--- src/gdc_pkg.sv ---
// Shared types, constants and helper functions of the Gregorian date calculator.
package gdc_pkg;

    // Calendar limits.
    localparam int MAX_YEAR   = 9999;
    localparam int MAX_OFFSET = 1048575;

    // Internal widths: years up to 131071, day numbers up to 67108863.
    localparam int W_YEAR = 17;
    localparam int W_SER  = 26;
    localparam int W_SSER = 27;
    localparam int W_Q    = 11;

    // Floor division by 25 as a multiplication by a reciprocal.
    localparam int DIV25_MUL   = 5243;
    localparam int DIV25_SHIFT = 17;

    // Year estimate from a day number: n / 365.2425, with the product truncated.
    localparam int YEAR_RECIP       = 91868;
    localparam int YEAR_RECIP_SHIFT = 25;
    localparam int W_EST_PROD       = W_SER + W_YEAR;

    typedef logic [W_YEAR-1:0]        t_year;
    typedef logic [W_SER-1:0]         t_ser;
    typedef logic signed [W_SSER-1:0] t_sser;

    // Days in all years before year p + 1, evaluated on constants only.
    function automatic int f_days_before(input int p);
        return 365 * p + p / 4 - p / 100 + p / 400;
    endfunction

    // Day number of 31/12/MAX_YEAR.
    localparam int MAX_SERIAL = f_days_before(MAX_YEAR);

    // Month length with the leap rule applied to February.
    function automatic logic [4:0] f_month_len(input logic [3:0] m, input logic leap);
        logic [4:0] len;
        case (m)
            4'd1, 4'd3, 4'd5, 4'd7, 4'd8, 4'd10, 4'd12: len = 5'd31;
            4'd4, 4'd6, 4'd9, 4'd11:                    len = 5'd30;
            4'd2:                                       len = leap ? 5'd29 : 5'd28;
            default:                                    len = 5'd0;
        endcase
        return len;
    endfunction

    // Controller states.
    typedef enum logic [4:0] {
        S_IDLE, S_MUL_Y1, S_CHK1, S_MUL_P1, S_BASE1, S_WALK1,
        S_MUL_Y2, S_LEAP2, S_MUL_P2, S_BASE2, S_WALK2,
        S_RANGE, S_NSUB, S_EST, S_MUL_DN, S_DOWN, S_MUL_UP, S_UP,
        S_WALK3, S_DONE
    } t_state;

    // Datapath commands.
    typedef enum logic [4:0] {
        C_NONE, C_LOAD, C_MUL, C_CHK1, C_BASE1, C_WALK1, C_LOAD2, C_LEAP2,
        C_BASE2, C_WALK2, C_SHIFT, C_RERR, C_NSUB, C_EST, C_DEC, C_UP,
        C_YEAR, C_WALK3, C_OUT
    } t_cmd;

    // Datapath status toward the controller.
    typedef struct packed {
        logic date_ok;
        logic walk1_more;
        logic walk2_more;
        logic range_bad;
        logic d_gt_n;
        logic walk3_more;
        logic out_free;
    } t_status;

endpackage

--- src/gdc_ctrl.sv ---
// Controller state machine that sequences the date datapath.
module gdc_ctrl (
    input  logic            i_clk,
    input  logic            i_rst_n,
    input  logic            i_valid,
    input  gdc_pkg::t_status i_status,
    output logic            o_stall,
    output gdc_pkg::t_cmd   o_cmd
);
    import gdc_pkg::*;

    t_state r_state;
    t_state n_state;

    // State register.
    always_ff @(posedge i_clk) begin
        if (!i_rst_n) begin
            r_state <= S_IDLE;
        end else begin
            r_state <= n_state;
        end
    end

    // Next state.
    always_comb begin
        n_state = r_state;
        case (r_state)
            S_IDLE:   if (i_valid) n_state = S_MUL_Y1;
            S_MUL_Y1: n_state = S_CHK1;
            S_CHK1:   n_state = i_status.date_ok ? S_MUL_P1 : S_DONE;
            S_MUL_P1: n_state = S_BASE1;
            S_BASE1:  n_state = S_WALK1;
            S_WALK1:  if (!i_status.walk1_more) n_state = S_MUL_Y2;
            S_MUL_Y2: n_state = S_LEAP2;
            S_LEAP2:  n_state = S_MUL_P2;
            S_MUL_P2: n_state = S_BASE2;
            S_BASE2:  n_state = S_WALK2;
            S_WALK2:  if (!i_status.walk2_more) n_state = S_RANGE;
            S_RANGE:  n_state = i_status.range_bad ? S_DONE : S_NSUB;
            S_NSUB:   n_state = S_EST;
            S_EST:    n_state = S_MUL_DN;
            S_MUL_DN: n_state = S_DOWN;
            S_DOWN:   n_state = i_status.d_gt_n ? S_MUL_DN : S_MUL_UP;
            S_MUL_UP: n_state = S_UP;
            S_UP:     n_state = i_status.d_gt_n ? S_WALK3 : S_MUL_UP;
            S_WALK3:  if (!i_status.walk3_more) n_state = S_DONE;
            S_DONE:   if (i_status.out_free) n_state = S_IDLE;
            default:  n_state = S_IDLE;
        endcase
    end

    // Commands for the datapath.
    always_comb begin
        o_cmd   = C_NONE;
        o_stall = 1'b1;
        case (r_state)
            S_IDLE: begin
                o_stall = 1'b0;
                if (i_valid) o_cmd = C_LOAD;
            end
            S_MUL_Y1, S_MUL_P1, S_MUL_Y2, S_MUL_P2, S_MUL_DN, S_MUL_UP: o_cmd = C_MUL;
            S_CHK1:  o_cmd = C_CHK1;
            S_BASE1: o_cmd = C_BASE1;
            S_WALK1: o_cmd = i_status.walk1_more ? C_WALK1 : C_LOAD2;
            S_LEAP2: o_cmd = C_LEAP2;
            S_BASE2: o_cmd = C_BASE2;
            S_WALK2: o_cmd = i_status.walk2_more ? C_WALK2 : C_SHIFT;
            S_RANGE: o_cmd = i_status.range_bad ? C_RERR : C_NONE;
            S_NSUB:  o_cmd = C_NSUB;
            S_EST:   o_cmd = C_EST;
            S_DOWN:  o_cmd = i_status.d_gt_n ? C_DEC : C_UP;
            S_UP:    o_cmd = i_status.d_gt_n ? C_YEAR : C_UP;
            S_WALK3: o_cmd = i_status.walk3_more ? C_WALK3 : C_NONE;
            S_DONE:  if (i_status.out_free) o_cmd = C_OUT;
            default: o_cmd = C_NONE;
        endcase
    end

endmodule

--- src/gdc_datapath.sv ---
// Datapath: operand registers, divide-by-25 unit, day-number and month-walk logic.
module gdc_datapath (
    input  logic               i_clk,
    input  logic               i_rst_n,
    input  gdc_pkg::t_cmd      i_cmd,
    output gdc_pkg::t_status   o_status,
    input  logic [4:0]         i_day,
    input  logic [3:0]         i_month,
    input  logic [13:0]        i_year,
    input  logic signed [20:0] i_offset,
    input  logic [4:0]         i_other_day,
    input  logic [3:0]         i_other_month,
    input  logic [13:0]        i_other_year,
    output logic               o_valid,
    input  logic               i_stall,
    output logic               o_date_valid,
    output logic               o_range_error,
    output logic [4:0]         o_new_day,
    output logic [3:0]         o_new_month,
    output logic [13:0]        o_new_year,
    output logic [21:0]        o_day_number,
    output logic [21:0]        o_distance,
    output logic               o_is_later
);
    import gdc_pkg::*;

    localparam t_year MAX_YEAR_V   = t_year'(MAX_YEAR);
    localparam t_sser MAX_SERIAL_V = t_sser'(MAX_SERIAL);
    localparam t_sser MAX_OFF_V    = t_sser'(MAX_OFFSET);
    localparam t_ser  DIST_SAT     = t_ser'(22'h3FFFFF);

    // Captured transaction.
    logic [4:0]  r_d, r_od;
    logic [3:0]  r_m, r_om;
    logic [13:0] r_y, r_oy;
    t_sser       r_off;

    // Working registers.
    t_year          r_x;
    logic [W_Q-1:0] r_q;
    logic           r_leap, r_bad, r_rerr;
    t_ser           r_s1, r_s2, r_n, r_dprev;
    logic [3:0]     r_mi, r_nm;
    t_sser          r_ns;
    logic [8:0]     r_doy;
    t_year          r_ny;

    // Output register.
    logic        r_o_valid, r_o_date_valid, r_o_range_error, r_o_is_later;
    logic [4:0]  r_o_new_day;
    logic [3:0]  r_o_new_month;
    logic [13:0] r_o_new_year;
    logic [21:0] r_o_day_number, r_o_distance;

    // Combinational helpers.
    logic [W_YEAR-3:0]     w_a;
    logic [27:0]           w_prod;
    t_ser                  w_d;
    logic                  w_div100, w_leap;
    logic [W_EST_PROD-1:0] w_est_prod;
    logic [4:0]            w_mlen_mi, w_mlen_nm, w_mlen_in;
    t_sser                 w_off_ext, w_off_sat, w_diff, w_abs;
    t_ser                  w_dist;
    logic                  w_later;

    // Divide-by-25 product of the quarter year, the day count of whole years and the leap rule.
    always_comb begin
        w_a      = r_x[W_YEAR-1:2];
        w_prod   = 28'(w_a) * 28'(DIV25_MUL);
        w_d      = t_ser'(r_x) * t_ser'(365) + t_ser'(w_a) - t_ser'(r_q)
                   + t_ser'(r_q[W_Q-1:2]);
        w_div100 = (r_x[1:0] == 2'b00) && (15'(r_q) * 15'(25) == 15'(w_a));
        w_leap   = ((r_x[1:0] == 2'b00) && !w_div100) || (w_div100 && r_q[1:0] == 2'b00);
    end

    // Year estimate, month lengths and offset saturation.
    always_comb begin
        w_est_prod = W_EST_PROD'(r_n) * W_EST_PROD'(YEAR_RECIP);
        w_mlen_mi  = f_month_len(r_mi, r_leap);
        w_mlen_nm  = f_month_len(r_nm, r_leap);
        w_mlen_in  = f_month_len(r_m, w_leap);
        w_off_ext  = t_sser'(i_offset);
        if (w_off_ext > MAX_OFF_V) begin
            w_off_sat = MAX_OFF_V;
        end else if (w_off_ext < -MAX_OFF_V) begin
            w_off_sat = -MAX_OFF_V;
        end else begin
            w_off_sat = w_off_ext;
        end
    end

    // Distance and ordering of the two dates.
    always_comb begin
        w_diff = t_sser'({1'b0, r_s1}) - t_sser'({1'b0, r_s2});
        w_abs  = (w_diff < 0) ? -w_diff : w_diff;
        w_dist = (w_abs > t_sser'({1'b0, DIST_SAT})) ? DIST_SAT : w_abs[W_SER-1:0];
        if (r_y != r_oy) begin
            w_later = r_y > r_oy;
        end else if (r_m != r_om) begin
            w_later = r_m > r_om;
        end else begin
            w_later = r_d > r_od;
        end
    end

    // Status toward the controller.
    always_comb begin
        o_status.date_ok = (r_d != 5'd0) && (r_m != 4'd0) && (r_y != 14'd0) &&
                           (r_m <= 4'd12) && (t_year'(r_y) <= MAX_YEAR_V) &&
                           (r_d <= w_mlen_in);
        o_status.walk1_more = r_mi < r_m;
        o_status.walk2_more = (r_mi < r_om) && (r_mi <= 4'd12);
        o_status.range_bad  = (r_ns < t_sser'(1)) || (r_ns > MAX_SERIAL_V);
        o_status.d_gt_n     = w_d > r_n;
        o_status.walk3_more = (r_nm < 4'd12) && (9'(w_mlen_nm) <= r_doy);
        o_status.out_free   = !r_o_valid || !i_stall;
    end

    // Working registers, stepped by the controller's commands.
    always_ff @(posedge i_clk) begin
        case (i_cmd)
            C_LOAD: begin
                r_d    <= i_day;
                r_m    <= i_month;
                r_y    <= i_year;
                r_od   <= i_other_day;
                r_om   <= i_other_month;
                r_oy   <= i_other_year;
                r_off  <= w_off_sat;
                r_x    <= t_year'(i_year);
                r_bad  <= 1'b0;
                r_rerr <= 1'b0;
            end
            C_MUL: r_q <= w_prod[DIV25_SHIFT+W_Q-1:DIV25_SHIFT];
            C_CHK1: begin
                r_leap <= w_leap;
                r_bad  <= !o_status.date_ok;
                r_x    <= r_x - t_year'(1);
            end
            C_BASE1: begin
                r_s1 <= w_d + t_ser'(r_d);
                r_mi <= 4'd1;
            end
            C_WALK1: begin
                r_s1 <= r_s1 + t_ser'(w_mlen_mi);
                r_mi <= r_mi + 4'd1;
            end
            C_LOAD2: r_x <= t_year'(r_oy);
            C_LEAP2: begin
                r_leap <= w_leap;
                r_x    <= (r_oy == 14'd0) ? t_year'(0) : t_year'(r_oy) - t_year'(1);
            end
            C_BASE2: begin
                r_s2 <= w_d + t_ser'(r_od);
                r_mi <= 4'd1;
            end
            C_WALK2: begin
                r_s2 <= r_s2 + t_ser'(w_mlen_mi);
                r_mi <= r_mi + 4'd1;
            end
            C_SHIFT: r_ns <= t_sser'({1'b0, r_s1}) + r_off;
            C_RERR:  r_rerr <= 1'b1;
            C_NSUB:  r_n <= t_ser'(r_ns - t_sser'(1));
            C_EST:   r_x <= w_est_prod[YEAR_RECIP_SHIFT+W_YEAR-1:YEAR_RECIP_SHIFT];
            C_DEC:   r_x <= r_x - t_year'(1);
            C_UP: begin
                r_dprev <= w_d;
                r_x     <= r_x + t_year'(1);
            end
            C_YEAR: begin
                r_ny   <= r_x;
                r_leap <= w_leap;
                r_doy  <= 9'(r_n - r_dprev);
                r_nm   <= 4'd1;
            end
            C_WALK3: begin
                r_doy <= r_doy - 9'(w_mlen_nm);
                r_nm  <= r_nm + 4'd1;
            end
            default: ;
        endcase
    end

    // Output payload register.
    always_ff @(posedge i_clk) begin
        if (i_cmd == C_OUT) begin
            r_o_date_valid  <= !r_bad;
            r_o_range_error <= !r_bad && r_rerr;
            r_o_new_day     <= (r_bad || r_rerr) ? 5'd0 : 5'(r_doy + 9'd1);
            r_o_new_month   <= (r_bad || r_rerr) ? 4'd0 : r_nm;
            r_o_new_year    <= (r_bad || r_rerr) ? 14'd0 : r_ny[13:0];
            r_o_day_number  <= r_bad ? 22'd0 : r_s1[21:0];
            r_o_distance    <= r_bad ? 22'd0 : w_dist[21:0];
            r_o_is_later    <= !r_bad && w_later;
        end
    end

    // Output valid: set when a result is loaded, cleared when the transaction completes.
    always_ff @(posedge i_clk) begin
        if (!i_rst_n) begin
            r_o_valid <= 1'b0;
        end else if (i_cmd == C_OUT) begin
            r_o_valid <= 1'b1;
        end else if (!i_stall) begin
            r_o_valid <= 1'b0;
        end
    end

    assign o_valid       = r_o_valid;
    assign o_date_valid  = r_o_date_valid;
    assign o_range_error = r_o_range_error;
    assign o_new_day     = r_o_new_day;
    assign o_new_month   = r_o_new_month;
    assign o_new_year    = r_o_new_year;
    assign o_day_number  = r_o_day_number;
    assign o_distance    = r_o_distance;
    assign o_is_later    = r_o_is_later;

    // A loaded result is offered in the next cycle.
    a_out_loads: assert property (@(posedge i_clk) disable iff (!i_rst_n)
        i_cmd == C_OUT |=> r_o_valid)
        else $error("result load did not raise valid");

    // An invalid first date gives an all-zero result.
    a_invalid_zero: assert property (@(posedge i_clk) disable iff (!i_rst_n)
        r_o_valid && !r_o_date_valid |-> r_o_range_error == 1'b0 &&
        r_o_new_day == 5'd0 && r_o_day_number == 22'd0 && r_o_distance == 22'd0 &&
        r_o_is_later == 1'b0)
        else $error("invalid date produced nonzero fields");

    // A range error clears the shifted date.
    a_range_zero: assert property (@(posedge i_clk) disable iff (!i_rst_n)
        r_o_valid && r_o_range_error |-> r_o_new_day == 5'd0 &&
        r_o_new_month == 4'd0 && r_o_new_year == 14'd0)
        else $error("range error with nonzero shifted date");

    // A result is never overwritten while it waits.
    a_no_overwrite: assert property (@(posedge i_clk) disable iff (!i_rst_n)
        r_o_valid && i_stall |-> i_cmd != C_OUT)
        else $error("pending result overwritten");

endmodule

--- src/gregorian_date_calculator_core.sv ---
// Top level of the Gregorian date calculator: controller plus datapath.
//
// Input channel: i_valid / o_stall. A transaction is taken when i_valid is high
// and o_stall is low; o_stall is low only while the block waits for work.
// Output channel: o_valid / i_stall, one result per input transaction, held in
// an output register until the receiver takes it.
// The work after acceptance depends on the inputs: an invalid first date goes
// straight to the result, a shift out of range skips the year search and the
// last walk, and other transactions run every step. The month-by-month walks
// of the first date, the second date and the shifted date and the year search
// around the reciprocal estimate set how long a transaction takes. Each
// candidate year of the search passes through the shared divide-by-25 unit.
// One transaction is worked on at a time. After the result is loaded the block
// returns to idle and then takes the next transaction, even if the receiver
// still stalls the result.
// Reset (synchronous, active low) returns the controller to idle and drops
// o_valid. While the receiver stalls, the finished result stays unchanged and
// a following transaction waits in its last step until the register frees.
module gregorian_date_calculator_core (
    input  logic               i_clk,
    input  logic               i_rst_n,
    input  logic               i_valid,
    output logic               o_stall,
    input  logic [4:0]         i_day,
    input  logic [3:0]         i_month,
    input  logic [13:0]        i_year,
    input  logic signed [20:0] i_offset,
    input  logic [4:0]         i_other_day,
    input  logic [3:0]         i_other_month,
    input  logic [13:0]        i_other_year,
    output logic               o_valid,
    input  logic               i_stall,
    output logic               o_date_valid,
    output logic               o_range_error,
    output logic [4:0]         o_new_day,
    output logic [3:0]         o_new_month,
    output logic [13:0]        o_new_year,
    output logic [21:0]        o_day_number,
    output logic [21:0]        o_distance,
    output logic               o_is_later
);
    import gdc_pkg::*;

    t_cmd    w_cmd;
    t_status w_status;

    // Sequencer.
    gdc_ctrl u_ctrl (
        .i_clk    (i_clk),
        .i_rst_n  (i_rst_n),
        .i_valid  (i_valid),
        .i_status (w_status),
        .o_stall  (o_stall),
        .o_cmd    (w_cmd)
    );

    // Arithmetic and output register.
    gdc_datapath u_datapath (
        .i_clk         (i_clk),
        .i_rst_n       (i_rst_n),
        .i_cmd         (w_cmd),
        .o_status      (w_status),
        .i_day         (i_day),
        .i_month       (i_month),
        .i_year        (i_year),
        .i_offset      (i_offset),
        .i_other_day   (i_other_day),
        .i_other_month (i_other_month),
        .i_other_year  (i_other_year),
        .o_valid       (o_valid),
        .i_stall       (i_stall),
        .o_date_valid  (o_date_valid),
        .o_range_error (o_range_error),
        .o_new_day     (o_new_day),
        .o_new_month   (o_new_month),
        .o_new_year    (o_new_year),
        .o_day_number  (o_day_number),
        .o_distance    (o_distance),
        .o_is_later    (o_is_later)
    );

endmodule

--- config.mk ---
export PLATFORM = sky130hd
export DESIGN_NAME = gregorian_date_calculator_core
export DESIGN_NICKNAME = d
export VERILOG_FILES = /design/src/gdc_pkg.sv /design/src/gdc_ctrl.sv /design/src/gdc_datapath.sv /design/src/gregorian_date_calculator_core.sv
export SDC_FILE = /design/constraint.sdc
export NUM_CORES = 2
export LEC_CHECK = 0
export ABC_AREA = 0
export ABC_CLOCK_PERIOD_IN_PS = 9500
export BUFFER_PORTS_ARGS = -buffer_cell sky130_fd_sc_hd__buf_2
export CORE_MARGIN = 2
export CORE_UTILIZATION = 55
export CTS_BUF_LIST = sky130_fd_sc_hd__clkbuf_8
export DETAILED_ROUTE_END_ITERATION = 6
export PLACE_DENSITY = 0.83
export SLEW_MARGIN = 20
export SYNTH_ARGS = -nofsm -noshare
export SYNTH_HDL_FRONTEND = slang
export SYNTH_SLANG_ARGS = --single-unit
--- constraint.sdc ---
create_clock -name i_clk -period 9.5 [get_ports i_clk]
set_clock_uncertainty 0.05 [all_clocks]
set_input_delay 1.425 -clock i_clk [delete_from_list [all_inputs] [get_ports i_clk]]
set_output_delay 1.425 -clock i_clk [all_outputs]
set_load 0.02 [all_outputs]
==> out/results.tsv <==
stage	metric	value	unit
run_status	status	complete, no violations	
sta	Max Clk Rate	0.108	GHz
synthesis	syn_area_per_cell	10.2	sq um
cts	htree depth	2	
die	IO Pins	143	
hold_path	worst hold path class	reg -> reg	
die	Core ar.	66800	sq um
cells_and_area	layout cells sized above 1	10.6	%
critical_path	Critical Path Slowest Stage Cell	fa_1	
drt	first-pass iteration count of the detailed router	7	
synthesis	top-area cell type share of the netlist area	25.4	%
sta	# setup viols final	0	
cts	clk buf depth	3	
cells_and_area	nets	4854	
critical_path	most frequent CP cell	fa_1	
global_route	largest net degree at the start of global routing	68	
synthesis	largest cells by area after synthesis	edfxtp_1, fa_1, ha_1, inv_1, xnor2_1	
die	Starting Density	55.3	%
global_route	grt ovf	0	
placement	Place WS	-0.0608	ns
synthesis	Netlist cell types	92	
critical_path	CP Data Required Time	9.87	ns
placement	DP HPWL	79.4	mm
hold_path	hold_sp	u_datapath.r_ny[13]	
critical_path	max incr delay on CP	0.55	ns
synthesis	Ys Warns	0	
sta	post-layout min period	9.26	ns
synthesis	Synth Net Count	4618	
synthesis	synthesized instance count	3629	
synthesis	Syn Std Cell Area	37000	sq um
drt	post-DR wirelength/cell	20.2	microns
drt	Residual DRC	0	
global_route	vias in the first global route	28225	
drt	drt first-iter violations	2555	
cts	clock root buffer	clkbuf_8	
global_route	initial antenna violation count	6	
synthesis	asr flop ratio synth	0	%
cts	Num CTS Buffers	57	
job	Max Cap Viol	0	
die	Die W	263	microns
cts	Skew-Pair Late Insertion Delay	0.73	ns
synthesis	sequential fraction of the synthesis area	25.8	%
synthesis	Synth Flop Type	edfxtp_1	
sta	final count of hold timing violations	0	
sta	setup ws final	0.235	ns
sta	Slew @ Worst Pin	1.06	ns
sta	Slew headroom	29.1	%
critical_path	worst reg2reg startpoint	u_datapath.r_x[6]	
critical_path	CP Capture Type	flip-flop	
global_route	global-route wire length before repair	152	mm
synthesis	Synth Register Bits	319	
die	Rows	95	
die	die height	263	microns
sta	crit share post-route	97.5	%
placement	RD Place Congestion	0.973	
synthesis	area leader, netlist	edfxtp_1	
global_route	Total GRT Usage	28.0	%
cells_and_area	Area Overhead vs Synth	10.0	%
cts	CTS tree	built	
placement	PortBufs	142	
critical_path	Setup Crit Path Kind	reg -> reg	
critical_path	startpoint types	flip-flop	
critical_path	CP arrival	9.63	ns
cts	Clock Pin Slew Worst Setup and Hold Paths	0.06	ns
drt	WL final	96.9	mm
sta	Final Slew Violations	0	
die	die footprint	69300	sq um
critical_path	CP Max Fanout	7	
critical_path	CP Launch Point	u_datapath.r_x[6]	
synthesis	Post-synth EDFFs	313	
drt	Final ANT Viol Nets	0	
drt	via count	27940	
cts	clock sinks	319	
drt	Vias/cell	5.84	
-- path summary, 6_finish.rpt --
kind                               endpoint  slack (ns)  depth (start not counted)
setup / recovery         u_datapath.r_x[16]        0.24                         39
hold / removal    u_datapath.o_new_year[13]        0.47                          1
setup reg to reg         u_datapath.r_x[16]        0.24                         39
hold reg to reg   u_datapath.o_new_year[13]        0.47                          1
-- synth_stat cells, types with 29 or more instances --
master,number
nand3_1,58
nor4_1,29
xnor2_1,201
ha_1,555
fa_1,363
nand2b_1,33
nor2b_1,80
nor3_1,59
nand4_1,29
a21o_1,80
a21oi_1,177
nor2_1,182
inv_1,629
and2_1,35
xor2_1,87
a31oi_1,37
clkbuf_1,40
o21ai_0,136
nand2_1,185
edfxtp_1,313
and3_1,33
-- cells by family after synthesis --
logic type               after synthesis  synth area share [%]
AO/OA/AOI/OAI                        620                  10.9
XOR/XNOR                             290                  6.94
adder cells (fa/ha/maj)              918                  38.4
buffers and inverters                683                  7.01
flip-flops                           319                  25.8
multiplexers                          10                 0.278
AND/OR/NAND/NOR                      789                  10.7
-- final cells by class --
cell class / instances / area [sq um]
Tap cell: 873 / 1090
Antenna cell: 1 / 2.50
Sequential cell: 319 / 9520
Inverter: 632 / 2370
Fill cell: 5234 / 26100
Clock inverter: 47 / 449
Timing Repair Buffer: 228 / 1370
Clock buffer: 58 / 798
Multi-Input combinational cell: 2627 / 25100
-- flip-flops by register name, indices dropped and copies added (netlist names), 9 cells and up --
| name | cells |
|---|---|
| u_datapath.r_x | 17 |
| u_datapath.r_oy | 14 |
| u_datapath.o_distance | 22 |
| u_datapath.r_ny | 14 |
| u_datapath.o_new_year | 14 |
| u_datapath.r_s1 | 26 |
| u_datapath.r_dprev | 9 |
| u_datapath.r_y | 14 |
| u_datapath.r_off | 21 |
| u_datapath.o_day_number | 22 |
| u_datapath.r_q | 11 |
| u_datapath.r_doy | 9 |
| u_datapath.r_s2 | 26 |
| u_datapath.r_n | 26 |
| u_datapath.r_ns | 27 |
-- cell usage in the layout (no fill, tap or decap), drive strengths merged, types with 87 or more instances in the layout --
cell type	n
a21oi	179
buf	228
edfxtp	313
fa	363
ha	555
inv	648
nand2	185
nor2	182
o21ai	157
xnor2	203
xor2	87
-- critical path: cells and delay by family (launching register included) --
family	cells	cell delay, ns
AOI/OAI and AO/OA	19	3.70
adders and majority gates	8	3.31
and+or+nand+nor	6	0.72
buffers and inverters	4	0.43
DFF	1	0.42
xor gates and xnor gates	2	0.33
-- stage by stage --
stage / TNS, ns / hold WS (ns) / cell area, sq um / std cells / utilization (%)
after global routing: -0.328 / 0.492 / 40700 / 4785 / 60.9
final: 0 / 0.469 / 40700 / 4785 / 60.9
after global placement: 0 / 0.454 / 39100 / 4657 / 58.5
after detailed placement: -0.111 / 0.457 / 39100 / 4657 / 58.5
after CTS: 0 / 0.472 / 40400 / 4762 / 60.4
after floorplan: 0 / 0.447 / 37000 / 3629 / -
-- repair_timing --
action	4_1_cts	5_1_grt
setup endpoints to repair	2	7
setup buffers	0	21
hold buffers	0	0
resized for setup	1	31
pin swaps	0	13
-- routing by layer --
metal / vias to the layer above / wire length (microns) / track usage (%)
li1: 12810 / - / -
met1: 13740 / 38600 / 36.2
met2: 1116 / 45800 / 45.9
met3: 272 / 8470 / 6.07
met4: 2 / 3940 / 11.2
met5: - / 57 / 0
Power is not shown: default switching activity piles up to over one toggle a cycle in this logic, so the estimate is an artifact.
